==> config.mk <==
export PLATFORM = sky130hd
export DESIGN_NAME = ipv6_text_address_parser_flat
export DESIGN_NICKNAME = d
export VERILOG_FILES = /design/src/rtl/ip6tp_pkg.sv /design/src/rtl/ip6tp_in_if.sv /design/src/rtl/ip6tp_out_if.sv /design/src/rtl/ipv6_text_address_parser.sv /design/src/rtl/ip6tp_state.sv /design/src/rtl/ip6tp_expand.sv /design/src/flat_wrapper.sv
export VERILOG_INCLUDE_DIRS = /design/src /design/src/rtl
export SDC_FILE = /design/constraint.sdc
export NUM_CORES = 1
export LEC_CHECK = 0
export BUFFER_PORTS_ARGS = -buffer_cell sky130_fd_sc_hd__buf_2
export CAP_MARGIN = 30
export CORE_ASPECT_RATIO = 1.75
export CORE_MARGIN = 5
export CORE_UTILIZATION = 45
export DETAILED_ROUTE_END_ITERATION = 16
export PLACE_DENSITY = 0.6
export SLEW_MARGIN = 20
export SYNTH_ARGS = -nofsm -noshare
export SYNTH_HDL_FRONTEND = slang
export SYNTH_HIERARCHICAL = 1
export SYNTH_SLANG_ARGS = --single-unit
==> constraint.sdc <==
create_clock -name i_clk -period 7.05 [get_ports i_clk]
set_input_delay 0 -clock i_clk [delete_from_list [all_inputs] [get_ports i_clk]]
set_output_delay 0 -clock i_clk [all_outputs]
set_load 0.01 [all_outputs]
==> src/rtl/ipv6_text_address_parser_macros.svh <==
// assertion helpers shared by the parser modules
// each expects i_clk and i_rst_n in the scope where it is used
`ifndef IPV6_TEXT_ADDRESS_PARSER_MACROS_SVH
`define IPV6_TEXT_ADDRESS_PARSER_MACROS_SVH

// same-cycle implication, disabled in reset
`define IP6TP_ASSERT_IMP(label, ante, cons) \
    label: assert property (@(posedge i_clk) disable iff (!i_rst_n) (ante) |-> (cons)) \
        else $error("ip6tp: same-cycle check failed");

// next-cycle implication, disabled in reset
`define IP6TP_ASSERT_NXT(label, ante, cons) \
    label: assert property (@(posedge i_clk) disable iff (!i_rst_n) (ante) |=> (cons)) \
        else $error("ip6tp: next-cycle check failed");

`endif

==> src/rtl/ip6tp_pkg.sv <==
`default_nettype none

package ip6tp_pkg;

    // address shape
    localparam logic [3:0] NUM_GROUPS = 4'd8;
    localparam logic [2:0] MAX_DIGITS = 3'd4;
    localparam logic [7:0] CHAR_COLON = 8'h3A;

    // result status codes
    localparam logic [2:0] ST_OK     = 3'd0;
    localparam logic [2:0] ST_BAD    = 3'd1;
    localparam logic [2:0] ST_LONG   = 3'd2;
    localparam logic [2:0] ST_DCOLON = 3'd3;
    localparam logic [2:0] ST_MANY   = 3'd4;

    // final parse state of one address, handed to the expansion stage
    typedef struct packed {
        logic [2:0]       status;
        logic [3:0]       count;
        logic [3:0]       pos;
        logic             seen;
        logic [7:0][15:0] groups;
    } t_snap;

endpackage

`default_nettype wire

==> src/rtl/ip6tp_in_if.sv <==
`default_nettype none

interface ip6tp_in_if;
    logic       valid;
    logic       ready;
    logic [7:0] text_char;
    logic       is_last;

    modport source (output valid, output text_char, output is_last, input ready);
    modport sink   (input valid, input text_char, input is_last, output ready);
endinterface

`default_nettype wire

==> src/rtl/ip6tp_out_if.sv <==
`default_nettype none

interface ip6tp_out_if;
    logic        valid;
    logic        ready;
    logic [2:0]  status;
    logic [63:0] addr_high;
    logic [63:0] addr_low;

    modport source (output valid, output status, output addr_high, output addr_low,
                    input ready);
    modport sink   (input valid, input status, input addr_high, input addr_low,
                    output ready);
endinterface

`default_nettype wire

==> src/rtl/ipv6_text_address_parser.sv <==
// IPv6 text address parser. Characters of an address arrive one per request on
// i_in, with is_last set on the final one; for that character one result
// request leaves on o_out carrying a status (ok, bad character, group longer
// than four digits, second double colon, more than eight groups) and the
// 128-bit address split into addr_high (groups 0..3) and addr_low (groups
// 4..7), zero when the status is an error. The first error of an address
// sticks until its last character. The block takes one character every cycle,
// with the group state updated straight from an input register, except that a
// waiting result holds back a further last character, though not the
// characters in between. A result passes the input register, the state update
// into a snapshot and then the group expansion into the output register.
`default_nettype none

module ipv6_text_address_parser (
    input  wire logic   i_clk,
    input  wire logic   i_rst_n,
    ip6tp_in_if.sink    i_in,
    ip6tp_out_if.source o_out
);

    logic             r_in_valid;
    logic [7:0]       r_in_char;
    logic             r_in_last;
    logic             fire;
    logic             out_free;
    logic             snap_valid;
    ip6tp_pkg::t_snap snap;

    // input register
    assign i_in.ready = !r_in_valid || fire;

    always_ff @(posedge i_clk) begin
        if (!i_rst_n) begin
            r_in_valid <= 1'b0;
        end else if (i_in.ready) begin
            r_in_valid <= i_in.valid;
        end
    end

    always_ff @(posedge i_clk) begin
        if (i_in.ready && i_in.valid) begin
            r_in_char <= i_in.text_char;
            r_in_last <= i_in.is_last;
        end
    end

    // group gathering
    ip6tp_state u_state (
        .i_clk        (i_clk),
        .i_rst_n      (i_rst_n),
        .i_item_valid (r_in_valid),
        .i_text_char  (r_in_char),
        .i_is_last    (r_in_last),
        .i_out_free   (out_free),
        .o_fire       (fire),
        .o_snap_valid (snap_valid),
        .o_snap       (snap)
    );

    // compression expansion and result register
    ip6tp_expand u_expand (
        .i_clk        (i_clk),
        .i_rst_n      (i_rst_n),
        .i_snap_valid (snap_valid),
        .i_snap       (snap),
        .i_ready      (o_out.ready),
        .o_free       (out_free),
        .o_valid      (o_out.valid),
        .o_status     (o_out.status),
        .o_addr_high  (o_out.addr_high),
        .o_addr_low   (o_out.addr_low)
    );

endmodule

`default_nettype wire

==> src/rtl/ip6tp_state.sv <==
`default_nettype none

`include "ipv6_text_address_parser_macros.svh"

module ip6tp_state (
    input  wire logic           i_clk,
    input  wire logic           i_rst_n,
    input  wire logic           i_item_valid,
    input  wire logic [7:0]     i_text_char,
    input  wire logic           i_is_last,
    input  wire logic           i_out_free,
    output logic                o_fire,
    output logic                o_snap_valid,
    output ip6tp_pkg::t_snap    o_snap
);

    logic [7:0][15:0] r_store, n_store;
    logic [3:0]       r_count, n_count;
    logic [15:0]      r_cur, n_cur;
    logic [2:0]       r_digit, n_digit;
    logic             r_prev, n_prev;
    logic             r_seen, n_seen;
    logic [3:0]       r_pos, n_pos;
    logic [2:0]       r_err, n_err;
    logic             r_snap_valid;
    ip6tp_pkg::t_snap r_snap;
    logic [4:0]       hex;
    logic             snap_free;

    // hex digit decode: {is_hex, value}
    function automatic logic [4:0] hex_decode(input logic [7:0] c);
        logic [7:0] d;
        d = 8'd0;
        if (c >= 8'h30 && c <= 8'h39) begin
            d = c - 8'h30;
            return {1'b1, d[3:0]};
        end else if (c >= 8'h61 && c <= 8'h66) begin
            d = c - 8'h57;
            return {1'b1, d[3:0]};
        end else if (c >= 8'h41 && c <= 8'h46) begin
            d = c - 8'h37;
            return {1'b1, d[3:0]};
        end
        return 5'd0;
    endfunction

    // a last character needs room in the snapshot stage
    assign snap_free = !r_snap_valid || i_out_free;
    assign o_fire    = i_item_valid && (!i_is_last || snap_free);
    assign hex       = hex_decode(i_text_char);

    // per-character state update
    always_comb begin
        n_store = r_store;
        n_count = r_count;
        n_cur   = r_cur;
        n_digit = r_digit;
        n_prev  = r_prev;
        n_seen  = r_seen;
        n_pos   = r_pos;
        n_err   = r_err;
        if (o_fire && r_err == ip6tp_pkg::ST_OK) begin
            if (hex[4]) begin
                if (r_digit >= ip6tp_pkg::MAX_DIGITS) begin
                    n_err = ip6tp_pkg::ST_LONG;
                end else begin
                    n_cur   = {r_cur[11:0], hex[3:0]};
                    n_digit = r_digit + 3'd1;
                    n_prev  = 1'b0;
                end
            end else begin
                // separator closes the open group
                if (r_digit != 3'd0) begin
                    if (r_count == ip6tp_pkg::NUM_GROUPS) begin
                        n_err = ip6tp_pkg::ST_MANY;
                    end else begin
                        for (int j = 0; j < 8; j++) begin
                            if (r_count[2:0] == 3'(j)) begin
                                n_store[j] = r_cur;
                            end
                        end
                        n_count = r_count + 4'd1;
                    end
                end
                n_cur   = 16'd0;
                n_digit = 3'd0;
                if (n_err == ip6tp_pkg::ST_OK) begin
                    if (i_text_char == ip6tp_pkg::CHAR_COLON) begin
                        if (r_prev) begin
                            if (r_seen) begin
                                n_err = ip6tp_pkg::ST_DCOLON;
                            end else begin
                                n_seen = 1'b1;
                                n_pos  = n_count;
                            end
                        end
                        if (n_err == ip6tp_pkg::ST_OK) begin
                            n_prev = 1'b1;
                        end
                    end else begin
                        n_err = ip6tp_pkg::ST_BAD;
                    end
                end
            end
            // end of text closes the open group
            if (i_is_last && n_err == ip6tp_pkg::ST_OK && n_digit != 3'd0) begin
                if (n_count == ip6tp_pkg::NUM_GROUPS) begin
                    n_err = ip6tp_pkg::ST_MANY;
                end else begin
                    for (int j = 0; j < 8; j++) begin
                        if (n_count[2:0] == 3'(j)) begin
                            n_store[j] = n_cur;
                        end
                    end
                    n_count = n_count + 4'd1;
                end
            end
        end
    end

    // parse state, cleared after each address
    always_ff @(posedge i_clk) begin
        if (!i_rst_n || (o_fire && i_is_last)) begin
            r_store <= '0;
            r_count <= 4'd0;
            r_cur   <= 16'd0;
            r_digit <= 3'd0;
            r_prev  <= 1'b0;
            r_seen  <= 1'b0;
            r_pos   <= 4'd0;
            r_err   <= ip6tp_pkg::ST_OK;
        end else begin
            r_store <= n_store;
            r_count <= n_count;
            r_cur   <= n_cur;
            r_digit <= n_digit;
            r_prev  <= n_prev;
            r_seen  <= n_seen;
            r_pos   <= n_pos;
            r_err   <= n_err;
        end
    end

    // snapshot of the finished address
    always_ff @(posedge i_clk) begin
        if (!i_rst_n) begin
            r_snap_valid <= 1'b0;
        end else if (o_fire && i_is_last) begin
            r_snap_valid <= 1'b1;
        end else if (i_out_free) begin
            r_snap_valid <= 1'b0;
        end
    end

    always_ff @(posedge i_clk) begin
        if (o_fire && i_is_last) begin
            r_snap.status <= n_err;
            r_snap.count  <= n_count;
            r_snap.pos    <= n_pos;
            r_snap.seen   <= n_seen;
            r_snap.groups <= n_store;
        end
    end

    assign o_snap_valid = r_snap_valid;
    assign o_snap       = r_snap;

    `IP6TP_ASSERT_IMP(a_count_range, 1'b1, r_count <= ip6tp_pkg::NUM_GROUPS)
    `IP6TP_ASSERT_IMP(a_digit_range, 1'b1, r_digit <= ip6tp_pkg::MAX_DIGITS)
    `IP6TP_ASSERT_IMP(a_pos_le_count, r_seen, r_pos <= r_count)
    `IP6TP_ASSERT_NXT(a_clear_after_last, o_fire && i_is_last, r_count == 4'd0 && r_digit == 3'd0 && r_err == ip6tp_pkg::ST_OK && !r_seen && r_snap_valid)
    `IP6TP_ASSERT_NXT(a_error_sticks, r_err != ip6tp_pkg::ST_OK && !(o_fire && i_is_last), r_err == $past(r_err))

endmodule

`default_nettype wire

==> src/rtl/ip6tp_expand.sv <==
`default_nettype none

module ip6tp_expand (
    input  wire logic             i_clk,
    input  wire logic             i_rst_n,
    input  wire logic             i_snap_valid,
    input  wire ip6tp_pkg::t_snap i_snap,
    input  wire logic             i_ready,
    output logic                  o_free,
    output logic                  o_valid,
    output logic [2:0]            o_status,
    output logic [63:0]           o_addr_high,
    output logic [63:0]           o_addr_low
);

    logic [3:0]       head_len;
    logic [3:0]       shift_groups;
    logic [7:0][15:0] head;
    logic [7:0][15:0] tail;
    logic [127:0]     moved;
    logic [7:0][15:0] g;
    logic             r_valid;
    logic [2:0]       r_status;
    logic [63:0]      r_addr_high;
    logic [63:0]      r_addr_low;

    // groups before the double colon stay, the rest move to the end
    assign head_len     = i_snap.seen ? i_snap.pos : i_snap.count;
    assign shift_groups = ip6tp_pkg::NUM_GROUPS - i_snap.count;

    always_comb begin
        for (int j = 0; j < 8; j++) begin
            head[j] = (4'(j) < head_len) ? i_snap.groups[j] : 16'd0;
            tail[j] = (4'(j) >= head_len && 4'(j) < i_snap.count) ?
                      i_snap.groups[j] : 16'd0;
        end
    end

    assign moved = 128'(tail) << {shift_groups, 4'd0};
    assign g     = (i_snap.status == ip6tp_pkg::ST_OK) ? (head | moved) : '0;

    // output register
    assign o_free = !r_valid || i_ready;

    always_ff @(posedge i_clk) begin
        if (!i_rst_n) begin
            r_valid <= 1'b0;
        end else if (o_free) begin
            r_valid <= i_snap_valid;
        end
    end

    always_ff @(posedge i_clk) begin
        if (o_free && i_snap_valid) begin
            r_status    <= i_snap.status;
            r_addr_high <= {g[0], g[1], g[2], g[3]};
            r_addr_low  <= {g[4], g[5], g[6], g[7]};
        end
    end

    assign o_valid     = r_valid;
    assign o_status    = r_status;
    assign o_addr_high = r_addr_high;
    assign o_addr_low  = r_addr_low;

endmodule

`default_nettype wire

==> src/flat_wrapper.sv <==
// flat-port wrapper written by rule: the top's interface ports become plain ports
module ipv6_text_address_parser_flat 
  (i_clk, i_rst_n, i_in_valid, i_in_text_char, i_in_is_last, i_in_ready, o_out_valid, o_out_status, o_out_addr_high, o_out_addr_low, o_out_ready);
  ip6tp_in_if i_in_i ();
  ip6tp_out_if o_out_i ();
  input  wire logic i_clk;
  input  wire logic i_rst_n;
  input wire logic [$bits(i_in_i.valid)-1:0] i_in_valid;
  input wire logic [$bits(i_in_i.text_char)-1:0] i_in_text_char;
  input wire logic [$bits(i_in_i.is_last)-1:0] i_in_is_last;
  output wire logic [$bits(i_in_i.ready)-1:0] i_in_ready;
  output wire logic [$bits(o_out_i.valid)-1:0] o_out_valid;
  output wire logic [$bits(o_out_i.status)-1:0] o_out_status;
  output wire logic [$bits(o_out_i.addr_high)-1:0] o_out_addr_high;
  output wire logic [$bits(o_out_i.addr_low)-1:0] o_out_addr_low;
  input wire logic [$bits(o_out_i.ready)-1:0] o_out_ready;
  assign i_in_i.valid = i_in_valid;
  assign i_in_i.text_char = i_in_text_char;
  assign i_in_i.is_last = i_in_is_last;
  assign i_in_ready = i_in_i.ready;
  assign o_out_valid = o_out_i.valid;
  assign o_out_status = o_out_i.status;
  assign o_out_addr_high = o_out_i.addr_high;
  assign o_out_addr_low = o_out_i.addr_low;
  assign o_out_i.ready = o_out_ready;
  ipv6_text_address_parser u_core (.i_clk(i_clk), .i_rst_n(i_rst_n), .i_in(i_in_i), .o_out(o_out_i));
endmodule
==> run_results.csv, run 1 <==
group,metric,value,unit
status,outcome,"finished clean",
sta,post-route-min-period,4233,ps
worst_setup_path,cp.arrival,4680,ps
sta,hold_viol_final,0,
floorplan,core-area,47030,um2
cts,clock-sinks,443,
floorplan,initial_core_util,0.4558,
worst_setup_path,timing.rr.end,"u_core/u_expand/o_addr_low[44]",
placed_design,port_buffers,145,
sta,relSlewSlack,0.2777,
sta,setup_ws,2817,ps
synth,avgSynthCellArea,10.61,um2
routing,drc,0,
floorplan,die_x,175.0,um
finish,syn2layout_area_growth,14.06,%
synth,syn_inst,2021,
cts,cts_buffers,41,
routing,ant_nets,0,
global_route,antenna_found_initial,1,
worst_setup_path,reg2reg_setup_slack,2820,ps
cts,h-tree-depth,2,
finish,fill_cells,4206,
synth,ys_ff_latch,443,
finish,seq_area,11670,um2
global_route,grt_max_degree,90,
placed_design,dp_slack,3005,ps
sta,fin_worst_skew,13.74,ps
cts,cts.repair.resized,0,
synth,synthArstFlopShare,0,
finish,layout_common_cells,"edfxtp_1 (280), nand2_1 (184), nor2_1 (184)",
finish,drive_gt1_frac,0.1637,
global_route,grt-ovfl-total,0,
worst_setup_path,crit_end,"u_core/u_expand/o_addr_low[44]",
cts,cts_tree,"built",
cts,insertion_delay,570,ps
routing,wire_per_inst,29.89,um
worst_setup_path,cp-startpoint,"u_core/u_state/o_snap[133]",
worst_setup_path,reg2reg_from,"u_core/u_state/o_snap[133]",
synth,syn_area,21440,um2
worst_setup_path,cp.required,7490,ps
synth,synth-edff-count,280,
synth,yosysUniqueCellTypes,91,
sta,holdWs,151.9,ps
synth,synth_flop_cell,"edfxtp_1",
sta,fin_crit_sh,0.6004,
routing,postRouteWirelength,82210,um
floorplan,rows,105,
worst_setup_path,path_class,"reg -> reg",
floorplan,die-area,52270,um2
routing,dr.pass1.iters,6,
synth,yosysSeqAreaShare,0.5445,
finish,final_cells,2750,
routing,drt_iter0_markers,2323,
min_path,hp-class,"in -> reg",
cts,root_buffer,"clkbuf_16",
cts,path_clk_slew,70,ps
synth,yosys.area.top_type,"edfxtp_1",
floorplan,ios,146,
power_and_ir_drop,powerDensity,223.8,nW/um2
placed_design,gp_congestion,1.006,
global_route,grt_pass1_wl,119400,um
global_route,grt_pass1_vias,17540,
sta,worst_slew_pin_slew,1083,ps
placed_design,dp_cells,2656,
placed_design,dp_hpwl,60460,um
finish,multiInputGateArea,9082,um2
synth,syn-num-nets,2050,
finish,diodes,0,
power_and_ir_drop,p_leak,0.008739,uW
routing,num_vias,18380,
synth,synth_area_leaders,"edfxtp_1 (39%), dfxtp_1 (15%), nor2_1 (3.3%)",
sta,rsz0062_at_grt,"false",
floorplan,die_y,298.7,um
synth,yosys_warnings,6,
power_and_ir_drop,finalPower,5472,uW
routing,routed_via_density,6.685,
synth,yosysTopAreaCellShare,0.3922,
global_route,grt_util_all_layers,0.3025,
cts,clock_path_buffers,3,
sta,max_freq,236.2,MHz
sta,drv_slew,0,
worst_setup_path,reg2regPathDepth,10,
finish,final_common_cell,"edfxtp_1",
worst_setup_path,end_kind,"flip-flop",
sta,finalSetupViolations,0,
worst_setup_path,start_kind,"flip-flop",
sta,setup-tns-final,0,ps
worst_setup_path,crit_path_max_fanout,36,
run,maxCapViolations,0,
finish,fin_nets,2158,
power_and_ir_drop,ir_drop,0.2100,mV
[worst min-delay path by stage]
| stage | from | end | slack, ps | cells after the start |
|---|---|---|---|---|
| floorplan | i_in_text_char[0] | u_core/r_in_char[0] | 100 | 0 |
| global placement | i_in_is_last | u_core/r_in_last | 180 | 1 |
| detailed placement | i_in_text_char[3] | u_core/r_in_char[3] | 180 | 1 |
| CTS | i_in_text_char[0] | u_core/r_in_char[0] | 130 | 2 |
| global route | i_in_text_char[0] | u_core/r_in_char[0] | 160 | 2 |
| finish | i_in_is_last | u_core/r_in_last | 150 | 2 |
[logic make-up (layout without fill, tap and decap cells)]
kind of cell / count (synthesis) / in the layout / share of synthesized area
AND/OR/NAND/NOR: 623 / 623 / 0.1426
flip-flops: 443 / 443 / 0.5445
multiplexers: 21 / 21 / 0.01074
AO/OA/AOI/OAI: 721 / 721 / 0.2537
buffers and inverters: 190 / 331 / 0.03631
adder cells (fa/ha/maj): 16 / 16 / 0.009339
XOR/XNOR: 7 / 7 / 0.002860
[registers in the layout (all words and copies together) (netlist names), 3 cells and up]
signal and flops:
u_core/u_state/r_count 4, u_core/u_expand/o_addr_low 64, u_core/u_state/o_snap 140, u_core/u_state/r_cur 16
u_core/u_state/r_digit 3, u_core/u_state/r_pos 4, u_core/u_state/r_store 128, u_core/u_expand/o_addr_high 64
u_core/u_state/r_err 3, u_core/r_in_char 8, u_core/u_expand/o_status 3
[per-layer routing]
metal / wire (um) / GRT usage / vias to the layer above
met4: 5760 / 0.1811 / 0
met3: 5934 / 0.03882 / 265
met5: 0 / 0 / -
li1: - / - / 8031
met2: 39390 / 0.5039 / 1163
met1: 31130 / 0.3751 / 8925
[through the flow]
| step | util | instance area [um2] |
|---|---|---|
| 2_1_floorplan | - | 21440 |
| 3_3_place_gp | 0.4837 | 22750 |
| 3_5_place_dp | 0.4861 | 22860 |
| 4_1_cts | 0.5181 | 24370 |
| 5_1_grt | 0.5198 | 24450 |
| 6_report | 0.5198 | 24450 |
[power breakdown]
group / switching (uW) / internal [uW]
sequential: 54.6 / 2790
clock: 1020 / 1250
combinational: 254 / 102
total: 1330 / 4140
[critical path, cell delays in order, from the launching register on]
cell,delay (ps)
edfxtp_1,330
buf_4,490
clkinv_1,520
ha_1,580
inv_1,310
buf_4,280
nand2_1,180
nor3_1,830
a221oi_1,220
a211oi_1,250
a21o_1,110
[repair_timing]
action / 4_1_cts / 5_1_grt
hold buffers: 14 / 0
buffers inserted: 0 / 0
setup endpoints to repair: 0 / 0
endpoints found under the hold margin: 21 / 0
[cell type report]
class                           instances  area share
Multi-Input combinational cell       1388      0.3715
Sequential cell                       443      0.4774
Timing Repair Buffer                  228     0.06095
Clock buffer                           53     0.04544
Tap cell                              588     0.03009
Clock inverter                         23     0.01044
Inverter                               27    0.004247
[synthesized netlist by cell type (18+ instances only)]
library cell	n
edfxtp_1	280
nor2_1	187
nand2_1	185
dfxtp_1	163
clkbuf_1	117
and2_1	94
a21oi_1	91
o21ai_0	82
a22oi_1	75
a22o_1	55
a21o_1	53
a221o_1	53
a221oi_1	50
a211oi_1	38
nor3_1	37
a32o_1	31
o22ai_1	26
inv_1	24
a31oi_1	21
nand3_1	20
o21ai_1	19
and3_1	18
buf_1	18
(Power assumes the default switching activity.)
==> run 2, diff against run 1 <==
--- a/config.mk
+++ b/config.mk
@@ -6,13 +6,14 @@
 export SDC_FILE = /design/constraint.sdc
 export NUM_CORES = 1
 export LEC_CHECK = 0
+export ABC_AREA = 1
 export BUFFER_PORTS_ARGS = -buffer_cell sky130_fd_sc_hd__buf_2
 export CAP_MARGIN = 30
 export CORE_ASPECT_RATIO = 1.75
 export CORE_MARGIN = 5
 export CORE_UTILIZATION = 45
 export DETAILED_ROUTE_END_ITERATION = 16
-export PLACE_DENSITY = 0.6
+export PLACE_DENSITY = 0.62
 export SLEW_MARGIN = 20
 export SYNTH_ARGS = -nofsm -noshare
 export SYNTH_HDL_FRONTEND = slang
==> constraint.sdc (replaced) <==
create_clock -name i_clk -period 3.7 [get_ports i_clk]
set_input_delay 0 -clock i_clk [delete_from_list [all_inputs] [get_ports i_clk]]
set_output_delay 0 -clock i_clk [all_outputs]
set_load 0.01 [all_outputs]
==> run 2 against run 1 <==
Setup slack worse by 2600 ps. Critical path depth unchanged. Synthesized cell count up 72%. Worst hold slack worse by 30 ps.
==> run_results.csv, run 2 <==
group,metric,value,unit
floorplan,ios,146,
min_path,worstHoldStart,"i_in_text_char[5]",
worst_setup_path,reg2reg_from,"u_core/u_state/o_snap[128]",
synth,ys_top_cells_by_count,"nand2_1 (970), nand3_1 (590), inv_1 (313), edfxtp_1 (280), nor2_1 (212)",
sta,post-route-min-period,3469,ps
sta,max_freq,288.3,MHz
cts,clock_path_buffers,3,
synth,synth_compound_area_frac,0.09509,
sta,drv_slew,0,
global_route,grt_pass1_wl,157300,um
placed_design,port_buffers,145,
global_route,grt_util_all_layers,0.3481,
finish,fin_nets,3557,
run,maxCapViolations,0,
synth,yosysMostFrequentCell,"nand2_1",
synth,synth_top_family_by_area,"simple AND/OR/NAND/NOR gates",
power_and_ir_drop,ir_drop,0.3649,mV
synth,synth_flop_cell,"edfxtp_1",
power_and_ir_drop,finalPower,12720,uW
finish,diodes,0,
worst_setup_path,reg2reg_setup_slack,230,ps
cts,clock-sinks,443,
synth,synth_area_leaders,"edfxtp_1 (33%), nand2_1 (14%), dfxtp_1 (13%)",
floorplan,die-area,61560,um2
floorplan,die_x,189.7,um
finish,post-route-util,0.5054,
min_path,hold_end,"u_core/r_in_char[5]",
power_and_ir_drop,powerDensity,448.5,nW/um2
routing,routed_via_density,5.880,
synth,synth_xor_area_frac,0.001377,
placed_design,gp_congestion,1.023,
finish,drive_gt1_frac,0.1129,
routing,num_vias,25070,
sta,setup-tns-final,0,ps
global_route,grt_pass1_vias,23360,
placed_design,dp_cells,4172,
floorplan,die_y,324.5,um
sta,hold_viol_final,0,
global_route,antenna_found_initial,2,
routing,dr.pass1.iters,6,
global_route,grt-ovfl-total,0,
worst_setup_path,path_class,"reg -> reg",
floorplan,initial_core_util,0.4532,
synth,syn_area,25430,um2
synth,synth-simple-area-share,0.3439,
floorplan,rows,115,
worst_setup_path,timing.rr.end,"u_core/u_expand/o_addr_low[13]",
synth,yosys.area.top_type,"edfxtp_1",
worst_setup_path,end_kind,"flip-flop",
synth,avgSynthCellArea,7.315,um2
worst_setup_path,reg2regPathDepth,10,
synth,syn-num-nets,3506,
sta,fin_worst_skew,19.99,ps
routing,drc,0,
sta,rsz0062_at_grt,"true",
routing,postRouteWirelength,110400,um
worst_setup_path,start_kind,"flip-flop",
routing,ant_nets,0,
placed_design,dp_hpwl,79500,um
synth,yosysTopAreaCellShare,0.3306,
floorplan,core-area,56120,um2
synth,synth-edff-count,280,
cts,cts_buffers,43,
worst_setup_path,cp.required,4110,ps
cts,root_buffer,"clkbuf_16",
finish,syn2layout_area_growth,11.50,%
status,outcome,"finished clean",
min_path,min_path_cells,2,
finish,final_cells,4264,
sta,worst_slew_pin_slew,923.5,ps
worst_setup_path,cp.arrival,3880,ps
min_path,hp-class,"in -> reg",
routing,wire_per_inst,25.88,um
sta,finalSetupViolations,0,
routing,drt_iter0_markers,2807,
cts,h-tree-depth,2,
worst_setup_path,crit_path_max_fanout,10,
sta,fin_crit_sh,0.9376,
synth,yosysUniqueCellTypes,43,
cts,cts_tree,"built",
cts,cts_setup_buffers,0,
synth,synth_fa_ha_area_frac,0.007871,
synth,syn_inst,3477,
synth,synth.area.mux_share,0,
synth,yosys_warnings,6,
cts,path_clk_slew,70,ps
global_route,grt_max_degree,141,
cts,insertion_delay,590,ps
finish,final_common_cell,"nand2_1",
power_and_ir_drop,p_leak,0.01251,uW
finish,layout_common_cells,"nand2_1 (968), nand3_1 (590), inv_1 (311)",
sta,relSlewSlack,0.3843,
synth,yosysSeqAreaShare,0.4589,
synth,synthArstFlopShare,0,
synth,ys_ff_latch,443,
finish,largest_reg_flops,140,
run 2: cell count changes after synthesis, sizes merged, moves of 91 or more:
cell / delta
o21ai: +160
nand3: +572
nand4: +91
nand2: +815
a21oi: +107
and2: -103
inv: +302
run 2: final cells by class:
cell class / count / area [um2]
flip-flops and latches: 443 / 11670
clock buffers: 58 / 1184
repair buffers: 246 / 1667
fillers: 5770 / 27760
well taps: 702 / 878.3
multi-input cells: 2459 / 11480
inverters: 335 / 1271
clock inverters: 21 / 209.0
run 2: worst max path at each step:
| stage | slack, ps | to | start | cells after the start |
|---|---|---|---|---|
| finish | 230 | u_core/u_expand/o_addr_low[13] | u_core/u_state/o_snap[128] | 10 |
| floorplan | 310 | u_core/u_state/o_snap[0] | u_core/u_expand/o_valid | 7 |
| CTS | 170 | u_core/u_state/o_snap[102] | u_core/r_in_char[0] | 15 |
| global route | -60 | u_core/u_state/o_snap[82] | u_core/r_in_char[0] | 16 |
| detailed placement | 180 | u_core/u_state/o_snap[102] | u_core/r_in_char[0] | 15 |
| global placement | 290 | u_core/u_state/o_snap[103] | u_core/r_in_char[0] | 15 |
run 2: power by group:
part           internal [uW]  total (uW)  switching (uW)
sequential              5570        5780             210
clock                   2470        4450            1980
combinational            679        2490            1810
total                   8720       12700            3990
run 2: logic make-up (layout without fill, tap and decap cells):
family          after synthesis  after routing
compound gates              475            475
simple gates               1964           1964
xor+xnor                      4              4
fa+ha+maj                    16             16
buf+inv                     575            660
flops                       443            443
run 2: worst max-delay path, stage by stage (launching register included):
cell and delay (ps):
edfxtp_1 660, nand2_1 210, nand2_2 120, nand2_2 80
nor2_2 410, nand2_1 310, nand2_1 150, nand3_1 360
nand3_1 620, nand3_1 160, a21oi_1 200
run 2: what timing repair did:
item,4_1_cts,5_1_grt
hold endpoints to repair,28,0
resized for setup,0,1
endpoints found under the setup margin,0,114
hold buffers,13,0
run 2: per-stage QoR:
stage	hold slack (ps)	setup slack (ps)	cell area, um2
after floorplan	98.87	309.3	25450
after global placement	176.3	291.7	26830
after detailed placement	178.4	184.6	26830
after CTS	92.94	169.6	28350
after global routing	120.0	-62.36	28360
final	122.2	231.0	28360
run 2: per-layer routing:
layer / wire length [um] / share of wire / global-route usage
met5: 15 / 0.00014 / 0
met4: 14280 / 0.13 / 0.3491
met3: 7094 / 0.064 / 0.04158
met2: 51350 / 0.47 / 0.5606
met1: 37610 / 0.34 / 0.3867
